$ cat config.mk
export PLATFORM = sky130hd
export DESIGN_NAME = mfw_median
export DESIGN_NICKNAME = d
export VERILOG_FILES = /design/src/rtl/mfw_pkg.sv /design/src/rtl/mfw_median.sv
export SDC_FILE = /design/constraint.sdc
export NUM_CORES = 1
export LEC_CHECK = 0
export ABC_AREA = 1
export BUFFER_PORTS_ARGS = -buffer_cell sky130_fd_sc_hd__buf_2
export CAP_MARGIN = 20
export CORE_MARGIN = 3
export CORE_UTILIZATION = 45
export CTS_CLUSTER_DIAMETER = 50
export DETAILED_ROUTE_END_ITERATION = 16
export GPL_TIMING_DRIVEN = 0
export PLACE_DENSITY = 0.73
export SETUP_SLACK_MARGIN = 0.3
export SLEW_MARGIN = 20
export SYNTH_ARGS = -nofsm -noshare
export SYNTH_HDL_FRONTEND = slang
export SYNTH_SLANG_ARGS = --single-unit
$ cat constraint.sdc
create_clock -name i_clk -period 6.9 [get_ports i_clk]
set_input_delay 0.345 -clock i_clk [delete_from_list [all_inputs] [get_ports i_clk]]
set_output_delay 0.345 -clock i_clk [all_outputs]
set_load 0.005 [all_outputs]
$ cat src/rtl/mfw_pkg.sv
// mfw_pkg: shared constants, register indexes and types of the median filter window unit
// no dependencies; used by the interfaces, the submodules, the top level and the checker

package mfw_pkg;

    // defaults for the top level parameters
    localparam int WINDOW_DEF    = 3;
    localparam int MAX_WIDTH_DEF = 1024;

    // fixed field widths
    localparam int PIX_W      = 8;
    localparam int ROW_W      = 12;
    localparam int COL_W      = 10;
    localparam int IW_W       = 11;
    localparam int IH_W       = 12;
    localparam int CFG_IDX_W  = 2;
    localparam int CFG_DATA_W = 12;

    // configuration register indexes
    localparam logic [CFG_IDX_W-1:0] REG_IMAGE_WIDTH  = 2'd0;
    localparam logic [CFG_IDX_W-1:0] REG_IMAGE_HEIGHT = 2'd1;

    // register reset values
    localparam logic [IW_W-1:0] WIDTH_RESET  = 11'd640;
    localparam logic [IH_W-1:0] HEIGHT_RESET = 12'd480;

    // load enables of the two median stages
    typedef struct packed {
        logic ld_cmp;
        logic ld_rank;
    } t_med_ctl;

endpackage

$ cat src/rtl/mfw_median.sv
// mfw_median: two-stage rank selection median over a square window of pixels
// depends on mfw_pkg for pixel width and the stage control struct

module mfw_median #(
    parameter int N = mfw_pkg::WINDOW_DEF * mfw_pkg::WINDOW_DEF
) (
    input  logic                                 i_clk,
    input  mfw_pkg::t_med_ctl                    i_ctl,
    input  logic [N-1:0][mfw_pkg::PIX_W-1:0]     i_win,
    output logic [mfw_pkg::PIX_W-1:0]            o_median
);

    localparam int              RW  = $clog2(N);
    localparam logic [RW-1:0]   MID = RW'(N / 2);

    logic [N-1:0][mfw_pkg::PIX_W-1:0] r_val_c;
    logic [N-1:0][mfw_pkg::PIX_W-1:0] r_val_r;
    logic [N-1:0][N-1:0]              r_below;
    logic [N-1:0][N-1:0]              n_below;
    logic [N-1:0][RW-1:0]             r_rank;

    // element j sorts below element i; ties broken by position
    always_comb begin
        for (int i = 0; i < N; i++) begin
            for (int j = 0; j < N; j++) begin
                n_below[i][j] = (i_win[j] < i_win[i]) ||
                                ((j < i) && (i_win[j] == i_win[i]));
            end
        end
    end

    always_ff @(posedge i_clk) begin
        if (i_ctl.ld_cmp) begin
            r_val_c <= i_win;
            r_below <= n_below;
        end
        if (i_ctl.ld_rank) begin
            r_val_r <= r_val_c;
            for (int i = 0; i < N; i++) begin
                r_rank[i] <= RW'($countones(r_below[i]));
            end
        end
    end

    // ranks form a permutation, so exactly one element matches
    always_comb begin
        o_median = '0;
        for (int i = 0; i < N; i++) begin
            if (r_rank[i] == MID) begin
                o_median = o_median | r_val_r[i];
            end
        end
    end

endmodule

==> results.md, run 1 <==
* Outcome: completed
* RSZ-0062 raised after global routing: false
* Synth Flop Type: edfxtp_1
* Distinct cell type count after synthesis at 18
* Mapped Cells at 1725
* Reg2reg path depth at 9
* Post-route insts no fill at ~2400
* Worst path cell trace: ha_1 > inv_1 > fa_1 > fa_1 > inv_1 > fa_1 > inv_1 > fa_1 > inv_1
* Final Core Density at approximately half
* Clock sinks at approximately 250
* EDFF count, synth at approximately 250
* Post-Syn Nets at around 2200
* Detailed Routing Iterations Pass 1 at 5
* Crit. End Element: flip-flop
* Drt via density at around 5.4
* Post-synth ARST share at 0%
* Post-synth top area cell: edfxtp_1
* Final setup margin at between 4000 and 5000 ps
* H-tree levels at 1
* Synth warn at 0
* Layout cells sized above 1 at around 10%
* All-Layer GR Usage at a little under a quarter
* Placed cells at 2320
* Critical Path AT at 3250 ps
* Final period util at around 41%
* GR Overflow Total at 0
* Hold path start: i_win[71]
* Reg2reg end: r_rank[1]$_DFFE_PP_
* Setup crit start kind: flip-flop
* Final Cell Area at about 19000 sq um
* CTS resizes at 0
* Sequential area share after synthesis at a little over two fifths
* Hold path depth at 1
* Routability Congestion at just under 0.9
* Avg Cell Area, Syn at 10.0 sq um
* First-pass GRT wire length at 71.1 mm
* Main combinational cell family by area after synthesis: adder cells
* Power, Total at around 4.9 mW
* Max Root-Sink Buffers at 3
* Worst hold path endpoint: r_val_c[71]$_DFFE_PP_
* Worst-path clk slew at roughly 60 ps
* Placed instance area at about 18000 sq um
* Diodes inserted at 0
* FF-to-FF Start: r_below[1]$_DFFE_PP_
* Num CTS Buffers at 27
* Die width at slightly above 200 um
* Post-synthesis simple-gate area fraction at 15.9%
* R2R setup slack at 4060 ps
* CP Launch Point: r_below[1]$_DFFE_PP_
* Final Hold Vio Count at 0
* Post-CTS setup buffers at 0
* Max Slew Vio Count at 0
* Cts hold-fix bufs at 7
* Largest net degree at the start of global routing at 85
* Final setup viols at 0
* PwrDens at between 200 and 300 nW/um^2
* Max stage delay cell, worst path: fa_1
* Fill cell count at roughly 3300
* Slew @ Worst Pin at approximately 590 ps
* Port-buffer cells at 82
* Critical path fanouts, max at 2
* Setup Skew at ~6.3 ps
* CP peak stage delay at roughly 490 ps
* Layout area overhead at 12.2%
* Hold Slack at 18.9 ps
* VDD IR max at 0.209 mV
* Compound-cell area share of the yosys netlist at under 10%
* Full die area at just over 40000 sq um
* Initial DRC Count at approximately 1100
* Required time worst endpoint at 7310 ps
* Ranking of synthesized cells by area: edfxtp_1 (44%), ha_1 (25%), nand2_1 (8.7%), inv_1 (5.2%), fa_1 (4.2%)
* ANT nets after route at 0
* Root Buffer: clkbuf_16
* Top post-synthesis cells by count: nand2_1 (401), ha_1 (339), edfxtp_1 (252)
* Proportion of synthesized area in mux cells at 0%
* Ports at between 80 and 90
* Starting density of the core at between 40% and 50%
* Clk_lat worst skew at 540 ps
* Pre-CTS setup slack at roughly 4000 ps
* DR DRC count at 0
* Tmin final at about 2800 ps
* Critical path type: flip-flop to flip-flop
* Initial antenna violation count at 0
* Rel. slew slack at 60.9%
* Top cell type's share of synthesized area at 43.8%
* Final net count at 2295
* Post-synthesis register bit count at approximately 250
* Hold Crit Class: input port to flip-flop
* CTS tree: yes
* Maximum Capacitance Violations at 0
* Vias in the first global route at between 10000 and 15000
* Total core area at 37800 sq um
* WL final at 47.0 mm
* Setup_tns at 0 ps
* Leak at 9.74 nW
* Die height at around 200 um
* CP top delay family: adder cells
* Mapped Area at 17300 sq um
* Synth Area in XOR/XNOR at less than 1%
* Vias at between 10000 and 15000
* Worst Path Buf+Inv at 4
* Post-Synth Adder-Cell Area at between 20 and 30%
* Fmax at 0.352 GHz
* Routed wire per std cell at approximately 20 um
* # rows at 71
* Dpl hpwl at 34.7 mm
* Most frequent cell after synthesis: nand2_1
-- final cells by class --
cell class              count  area, sq um  share of cell area (%)
flip-flops and latches    252         7570                    39.1
well taps                 511          639                    3.30
inverters                 297         1110                    5.75
plain buffers               7         35.0                   0.181
multi-input cells        1169         8560                    44.2
clock inverters            17          225                    1.16
clock buffers              29          683                    3.53
repair buffers             91          552                    2.85
-- worst max-delay path by stage --
stage	endpoint	slack (ps)	cells past startpoint
2_1_floorplan	r_rank[1]$_DFFE_PP_	4230	9
3_3_place_gp	r_below[69]$_DFFE_PP_	3650	1
3_5_place_dp	r_rank[1]$_DFFE_PP_	4080	9
4_1_cts	r_rank[1]$_DFFE_PP_	4050	9
5_1_grt	r_rank[1]$_DFFE_PP_	3990	9
6_report	r_rank[1]$_DFFE_PP_	4060	9
-- kinds of logic after synthesis --
| kind of cell | Yosys count |
|---|---|
| AND/OR/NAND/NOR | 646 |
| adder cells (fa/ha/maj) | 375 |
| buffers and inverters | 304 |
| flip-flops | 252 |
| AO/OA/AOI/OAI | 146 |
| XOR/XNOR | 2 |
-- worst reg2reg max path: cells and delay by family, from the launching register on --
kind       cells  cell delay [ps]
buf+inv        4              290
fa+ha+maj      5             2020
flops          1              410
-- layer usage --
metal,routed length [um],part of all wire [%],global-route usage [%]
met5,0,0,0
met3,2960,6.3,2.50
met2,22500,48,39.3
met4,2120,4.5,9.84
met1,19500,41,29.3
-- flip-flops by register name, summed over array words and instances (netlist names) --
name / count
r_val_r: 72
r_below: 72
r_val_c: 72
r_rank: 36
-- where the power goes --
part	switching (mW)	internal, mW	total (mW)
registers	0.0851	1.97	2.06
logic	0.903	0.486	1.39
clock network	0.595	0.901	1.50
total	1.58	3.36	4.94
-- cells in the final DEF (no fill, tap or decap), types with 5 or more instances in the layout --
cell,netlist,routed
clkbuf_16,0,27
a21oi_1,109,109
clkinv_1,10,13
inv_1,238,238
nand3_1,25,25
bufinv_16,0,5
inv_2,49,49
fa_1,36,36
ha_1,339,339
edfxtp_1,252,252
nand2_1,401,401
buf_2,7,87
dlygate4sd3_1,0,7
a21o_1,36,36
nor2_4,8,8
nor2_1,117,117
nand4_1,92,92
Note: power is estimated with default switching activity, not from simulation.
==> run 2, diff against run 1 <==
ABC_AREA = 0   (was 1)
clock period = 2.9 ns   (was 6.9 ns; I/O delays follow)
==> run 2 against run 1 <==
Worst setup slack got worse by 4000 ps. Non-clock buffer count increased by 43. Cell count decreased by 19%. Via count decreased by 11%. Flip-flop and latch count unchanged. Total power increased by 140%. First-iteration DRC count decreased by 16%. Combinational power increased by 130%. Clock skew increased by 3.7 ps. Clock power increased to 2.7 times the previous value. Synthesized cell count decreased by 27%. Critical path type unchanged. Largest cell class unchanged. Largest power group unchanged. Highest routed layer is now met5.
==> results.md, run 2 <==
* Final net count at 1877 (was 2295)
* RSZ-0062 raised after global routing: true (was false)
* Port-buffer cells at 82 (unchanged)
* EDFF count, synth at 252 (unchanged)
* Slew @ Worst Pin at 865 ps (was 586 ps)
* Max Root-Sink Buffers at 3 (unchanged)
* GR Overflow Total at 0 (unchanged)
* Leak at 8.37 nW (was 9.74 nW)
* Worst path cell trace: ha_4 > inv_2 > fa_1 > fa_1 > inv_2 > fa_2 > inv_2 > fa_1 > xnor2_1 (was ha_1 > inv_1 > fa_1 > fa_1 > inv_1 > fa_1 > inv_1 > fa_1 > inv_1)
* Detailed Routing Iterations Pass 1 at 7 (was 5)
* Post-synthesis register bit count at 252 (unchanged)
* Full die area at 39000 sq um (was 40800 sq um)
* Rel. slew slack at 42.1% (was 60.9%)
* Setup crit start kind: flip-flop (unchanged)
* DR WL met2 at 21.8 mm (was 22.5 mm)
* First-pass GRT wire length at 68.0 mm (was 71.1 mm)
* Diodes inserted at 0 (unchanged)
* CP peak stage delay at 500 ps (was 490 ps)
* Die width at 197 um (was 202 um)
* Power, Total at 12.1 mW (was 4.94 mW)
* Dpl hpwl at 32.6 mm (was 34.7 mm)
* Clock sinks at 252 (unchanged)
* Largest net degree at the start of global routing at 84 (was 85)
* Synth warn at 0 (unchanged)
* Pre-CTS setup slack at 108 ps (was 4080 ps)
* Total core area at 35800 sq um (was 37800 sq um)
* Sequential area share after synthesis at 45.9% (was 43.8%)
* VDD IR max at 0.492 mV (was 0.209 mV)
* Final setup margin at 67.3 ps (was 4060 ps)
* Tmin final at 2830 ps (was 2840 ps)
* Layout area overhead at 16.5% (was 12.2%)
* Post-route insts no fill at 1911 (was 2373)
* Final period util at 97.7% (was 41.2%)
* Routability Congestion at 0.853 (was 0.870)
* Outcome: completed (unchanged)
* Required time worst endpoint at 3210 ps (was 7310 ps)
* Vias in the first global route at 12000 (was 12500)
* Final setup viols at 0 (unchanged)
* # rows at 69 (was 71)
* Largest regs: r_below (72), r_val_c (72), r_val_r (72) (unchanged)
* Ports at 83 (unchanged)
* Root Buffer: clkbuf_16 (unchanged)
* Clk_lat worst skew at 560 ps (was 540 ps)
* Ranking of synthesized cells by area: edfxtp_1 (46%), ha_1 (26%), fa_1 (4.4%), inv_1 (3.1%), o21a_1 (2.9%) (was edfxtp_1 (44%), ha_1 (25%), nand2_1 (8.7%), inv_1 (5.2%), fa_1 (4.2%))
* Max Slew Vio Count at 0 (unchanged)
* Mapped Area at 16500 sq um (was 17300 sq um)
* Vias at 11400 (was 12800)
* Drt via density at 5.94 (was 5.39)
* Most frequent cell after synthesis: ha_1 (was nand2_1)
* Setup_tns at 0 ps (unchanged)
* Distinct cell type count after synthesis at 26 (was 18)
* Hold Crit Class: input port to flip-flop (unchanged)
* All-Layer GR Usage at 23.3% (was 22.8%)
* Maximum Capacitance Violations at 0 (unchanged)
* Num CTS Buffers at 31 (was 27)
* Synth Flop Type: edfxtp_1 (unchanged)
* Most frequent cells in the layout: ha_1 (333), edfxtp_1 (252), inv_1 (130), buf_2 (80), a21oi_1 (71) (was nand2_1 (401), ha_1 (339), edfxtp_1 (252), inv_1 (238), nor2_1 (117))
* Post-synth top area cell: edfxtp_1 (unchanged)
* Die height at 197 um (was 202 um)
* Placed cells at 1798 (was 2320)
* Mapped Cells at 1253 (was 1725)
* DR DRC count at 0 (unchanged)
* Critical path fanouts, max at 2 (unchanged)
* Final Core Density at 53.6% (was 51.3%)
* WL final at 45.1 mm (was 47.0 mm)
* Crit. End Element: flip-flop (unchanged)
* Routed wire per std cell at 23.6 um (was 19.8 um)
* Initial DRC Count at 950 (was 1128)
* M1 WL at 17.7 mm (was 19.5 mm)
* ANT nets after route at 0 (unchanged)
* Max stage delay cell, worst path: fa_1 (unchanged)
* Max Used Layer: met5 (was met4)
* Starting density of the core at 46.0% (was 45.8%)
* PwrDens at 630 nW/um^2 (was 255 nW/um^2)
* Post-Syn Nets at 1703 (was 2175)
* Routed met3 length at 3.34 mm (was 2.96 mm)
* Top cell type's share of synthesized area at 45.9% (was 43.8%)
* Most common cell after layout, fill and taps aside: ha_1 (was nand2_1)
* Initial antenna violation count at 1 (was 0)
* Fmax at 0.353 GHz (was 0.352 GHz)
* Post-synth ARST share at 0% (unchanged)
* Top post-synthesis cells by count: ha_1 (339), edfxtp_1 (252), inv_1 (137) (was nand2_1 (401), ha_1 (339), edfxtp_1 (252))
* Critical path type: flip-flop to flip-flop (unchanged)
* CTS tree: yes (unchanged)
* Critical Path AT at 3140 ps (was 3250 ps)
* H-tree levels at 1 (unchanged)
* Worst-path clk slew at 60 ps (about the same)
* Setup Skew at 10.1 ps (was 6.33 ps)
* Final Hold Vio Count at 0 (unchanged)
* Layout cells sized above 1 at 13.3% (was 10.3%)
* Avg Cell Area, Syn at 13.2 sq um (was 10.0 sq um)
-- run 2: changes by cell type in the layout (fill, tap and decap cells not counted), sizes merged, moves of 29 or more --
cell         previous run  this run
a21oi                 109        71
dlygate4sd3             7        53
inv                   288       143
mux2                    0        29
nand2                 401        31
nand4                  92        63
nor2                  128         0
nor2b                   0        37
o21a                    0        63
o21ai                   0        39
o31a                    0        29
o31ai                   0        29
-- run 2: layer usage --
metal	track usage, %	vias up
li1	-	5222
met1	28.5	5550
met2	40.2	442
met3	3.85	140
met4	11.2	2
met5	0	-
-- run 2: final cells by class --
type                       instances  area [sq um]
inverter                         137           514
tap                              461           577
multi-input combinational        864          8450
clock buffer                      36           795
clock inverter                    20           259
timing repair buffer             141          1040
sequential                       252          7570
fill                            2933         16600
-- run 2: report_power, final --
part	internal, mW	total, mW	switching [mW]	leakage (nW)
sequential	4.73	4.97	0.242	2.47
combinational	1.35	3.14	1.79	5.38
clock	2.36	3.98	1.63	0.513
total	8.44	12.1	3.65	8.37
-- run 2: path summary, 6_finish.rpt --
| check | startpoint | endpoint | slack (ps) | depth (start not counted) |
|---|---|---|---|---|
| worst max-delay path | r_below[3]$_DFFE_PP_ | r_rank[2]$_DFFE_PP_ | 70 | 9 |
| worst min-delay path | i_ctl[0] | r_val_r[59]$_DFFE_PP_ | 10 | 1 |
| worst max register to register | r_below[3]$_DFFE_PP_ | r_rank[2]$_DFFE_PP_ | 70 | 9 |
| worst min register to register | r_val_c[22]$_DFFE_PP_ | r_val_r[22]$_DFFE_PP_ | 420 | 0 |
-- run 2: cells by family after synthesis --
group / Yosys count / share of synthesized area, %
and+or+nand+nor: 164 / 6.60
AOI/OAI and AO/OA: 294 / 12.2
xor gates and xnor gates: 2 / 0.106
buffers and inverters: 137 / 3.12
adders and majority gates: 375 / 30.1
muxes: 29 / 1.98
DFF: 252 / 45.9
-- run 2: what timing repair did --
action / CTS / global route
hold endpoints to repair: 53 / 0
gates resized for setup: 7 / 11
hold buffers: 53 / 0
setup buffers: 2 / 2
pin swaps: 4 / 17
setup endpoints to repair: 6 / 13
-- run 2: per-stage QoR --
step           area, sq um  hold WS (ps)
2_1_floorplan        16500           244
3_3_place_gp         17500           340
3_5_place_dp         17500           344
4_1_cts              19200        0.0759
5_1_grt              19200          1.35
6_report             19200          13.3
-- run 2: critical path, delay by kind of cell (launching register included) --
family                     cells  cell delay [ps]
adders and majority gates      5             1810
xor gates and xnor gates       1              150
buffers and inverters          3              140
DFF                            1              460
==> run 3, diff against run 2 <==
CTS_BUF_LIST = sky130_fd_sc_hd__clkbuf_4   (was not set)
clock period = 3.55 ns   (was 2.9 ns; I/O delays follow)
==> run 3 against run 2 <==
Worst setup slack improved by 680 ps. Critical endpoint is now o_median[1]. Global-route usage decreased by 0.74 points. Highest routed layer is now met4. Clock-buffer cell count increased by 55. Sequential power decreased by 18%. Hold slack improved by 230 ps. Clock power decreased by 42%. Utilization decreased by 0.57 points. Clock skew increased by 41 ps. Critical path depth decreased by 5. Largest power group unchanged. Design area decreased by 1.1%. Largest cell class unchanged.
==> results.md, run 3 (same netlist as run 2, synthesis figures left out) <==
* Cts hold-fix bufs at 74 (was 53)
* Switching pwr at 2.75 mW (was 3.65 mW)
* Setup_tns at 0 ps (unchanged)
* Rel. slew slack at 40.3% (was 42.1%)
* PwrDens at 466 nW/um^2 (was 630 nW/um^2)
* Final period util at 78.9%
* Die width at 197 um (unchanged)
* Post-route insts no fill at 1972 (was 1911)
* Vias in the first global route at 12100 (was 12000)
* Fmax at around 0.36 GHz
* Final setup margin at 750 ps (was 67.3 ps)
* Hold Crit Class: input port to flip-flop (unchanged)
* DR DRC count at 0 (unchanged)
* Power, Total at 8.86 mW (was 12.1 mW)
* H-tree levels at 3 (was 1)
* Max Root-Sink Buffers at 3 (unchanged)
* Logic pwr share at 28.4% (was 25.9%)
* Final setup viols at 0 (unchanged)
* VDD IR max at 0.190 mV (was 0.492 mV)
* Final net count at 1929 (was 1877)
* Internal power at 6.10 mW (was 8.44 mW)
* Final Core Density at 53.0% (was 53.6%)
* All-Layer GR Usage at 22.5% (was 23.3%)
* Outcome: completed (unchanged)
* Worst-path clk slew at 60 ps (about the same)
* Required time worst endpoint at 3370 ps (was 3210 ps)
* ANT nets after route at 0 (unchanged)
* Post-CTS setup buffers at 0 (was 2)
* Vias at 11400 (about the same)
* Placed cells at 1798 (unchanged)
* Largest net degree at the start of global routing at 82 (was 84)
* Total core area at 35800 sq um (unchanged)
* CTS tree: yes (unchanged)
* Routability Congestion at 0.876 (was 0.853)
* Final Hold Vio Count at 0 (unchanged)
* Flop pwr share at 45.8% (was 41.1%)
* Setup crit start kind: flip-flop (unchanged)
* Critical path type: flip-flop to primary output (was flip-flop to flip-flop)
* Hold Slack at 246 ps (was 13.3 ps)
* R2R setup slack at 760 ps (was 70 ps)
* Critical path fanouts, max at 8 (was 2)
* RSZ-0062 raised after global routing: false (was true)
* Port-buffer cells at 82 (unchanged)
* Max Slew Vio Count at 0 (unchanged)
* Maximum Capacitance Violations at 0 (unchanged)
* Setup Skew at 51.5 ps (was 10.1 ps)
* Layout area overhead at 15.3% (was 16.5%)
* Die height at 197 um (unchanged)
* Switching portion of total power at 31.1% (was 30.2%)
* Routed wire per std cell at 22.2 um (was 23.6 um)
* # rows at 69 (unchanged)
* Placed instance area at 17500 sq um (about the same)
* Critical Path AT at 2620 ps (was 3140 ps)
* Crit. End Element: primary output (was flip-flop)
* Root Buffer: clkbuf_4 (was clkbuf_16)
* Most frequent cells in the layout: ha_1 (339), edfxtp_1 (252), inv_1 (137), clkbuf_4 (91), buf_2 (80) (was ha_1 (333), edfxtp_1 (252), inv_1 (130), buf_2 (80), a21oi_1 (71))
* Dpl hpwl at 32.4 mm (was 32.6 mm)
* Layout cells sized above 1 at 14.3% (was 13.3%)
* Drt via density at 5.79 (was 5.94)
* Num CTS Buffers at 66 (was 31)
* Most common cell after layout, fill and taps aside: ha_1 (unchanged)
* Slew @ Worst Pin at 891 ps (was 865 ps)
* Full die area at 39000 sq um (unchanged)
* Initial DRC Count at 874 (was 950)
* Clock sinks at 252 (unchanged)
* WL final at 43.8 mm (was 45.1 mm)
* CTS resizes at 0 (was 7)
* Clk_lat worst skew at 690 ps (was 560 ps)
* Leak at 8.38 nW (was 8.37 nW)
* Starting density of the core at 46.0% (unchanged)
* Tmin final at around 2800 ps
* Pre-CTS setup slack at 755 ps (was 108 ps)
* Final Cell Area at 19000 sq um (was 19200 sq um)
* Detailed Routing Iterations Pass 1 at 7 (unchanged)
* Initial antenna violation count at 2 (was 1)
* Ports at 83 (unchanged)
* GR Overflow Total at 0 (unchanged)
* Clock power frac at 25.8% (was 32.9%)
* First-pass GRT wire length at 66.5 mm (was 68.0 mm)
* Largest regs: r_below (72), r_val_c (72), r_val_r (72) (unchanged)
## run 3: worst max-delay path, cell delays in order (launching register included)
cell and delay (ps):
edfxtp_1 410, nor4b_4 820, a222oi_1 320, nand3_1 260, buf_2 150
## run 3: path summary, 6_finish.rpt
kind	from	end	depth (start not counted)
hold reg to reg	r_val_c[62]$_DFFE_PP_	r_val_r[62]$_DFFE_PP_	0
setup reg to reg	r_below[3]$_DFFE_PP_	r_rank[1]$_DFFE_PP_	9
hold / removal	i_win[0]	r_val_c[0]$_DFFE_PP_	2
setup / recovery	r_rank[17]$_DFFE_PP_	o_median[1]	4
## run 3: metal layers
layer	global-route usage (%)	routed length [um]	up-vias	share of wire, %
met1	27.3	17400	5535	40
met3	4.04	2940	116	6.7
met5	0	0	-	0
met2	39.6	21900	425	50
met4	9.82	1560	0	3.6
li1	-	-	5347	-
## run 3: final cells by class
cell class | count | area [sq um]
fill | 2971 | 16800
multi-input combinational | 864 | 8400
sequential | 252 | 7570
timing repair buffer | 158 | 1220
clock buffer | 91 | 683
tap | 461 | 577
inverter | 137 | 514
clock inverter | 7 | 27.5
antenna | 2 | 5.00
## run 3: power groups by stage
stage / Combinational (mW) / Clock, mW / Sequential (mW)
after floorplan: 1.54 / 0 / 4.06
after global placement: 2.30 / 0 / 4.11
after detailed placement: 2.45 / 0 / 4.12
after CTS: 2.53 / 2.35 / 4.06
after global routing: 2.86 / 2.49 / 4.09
final: 2.52 / 2.29 / 4.06
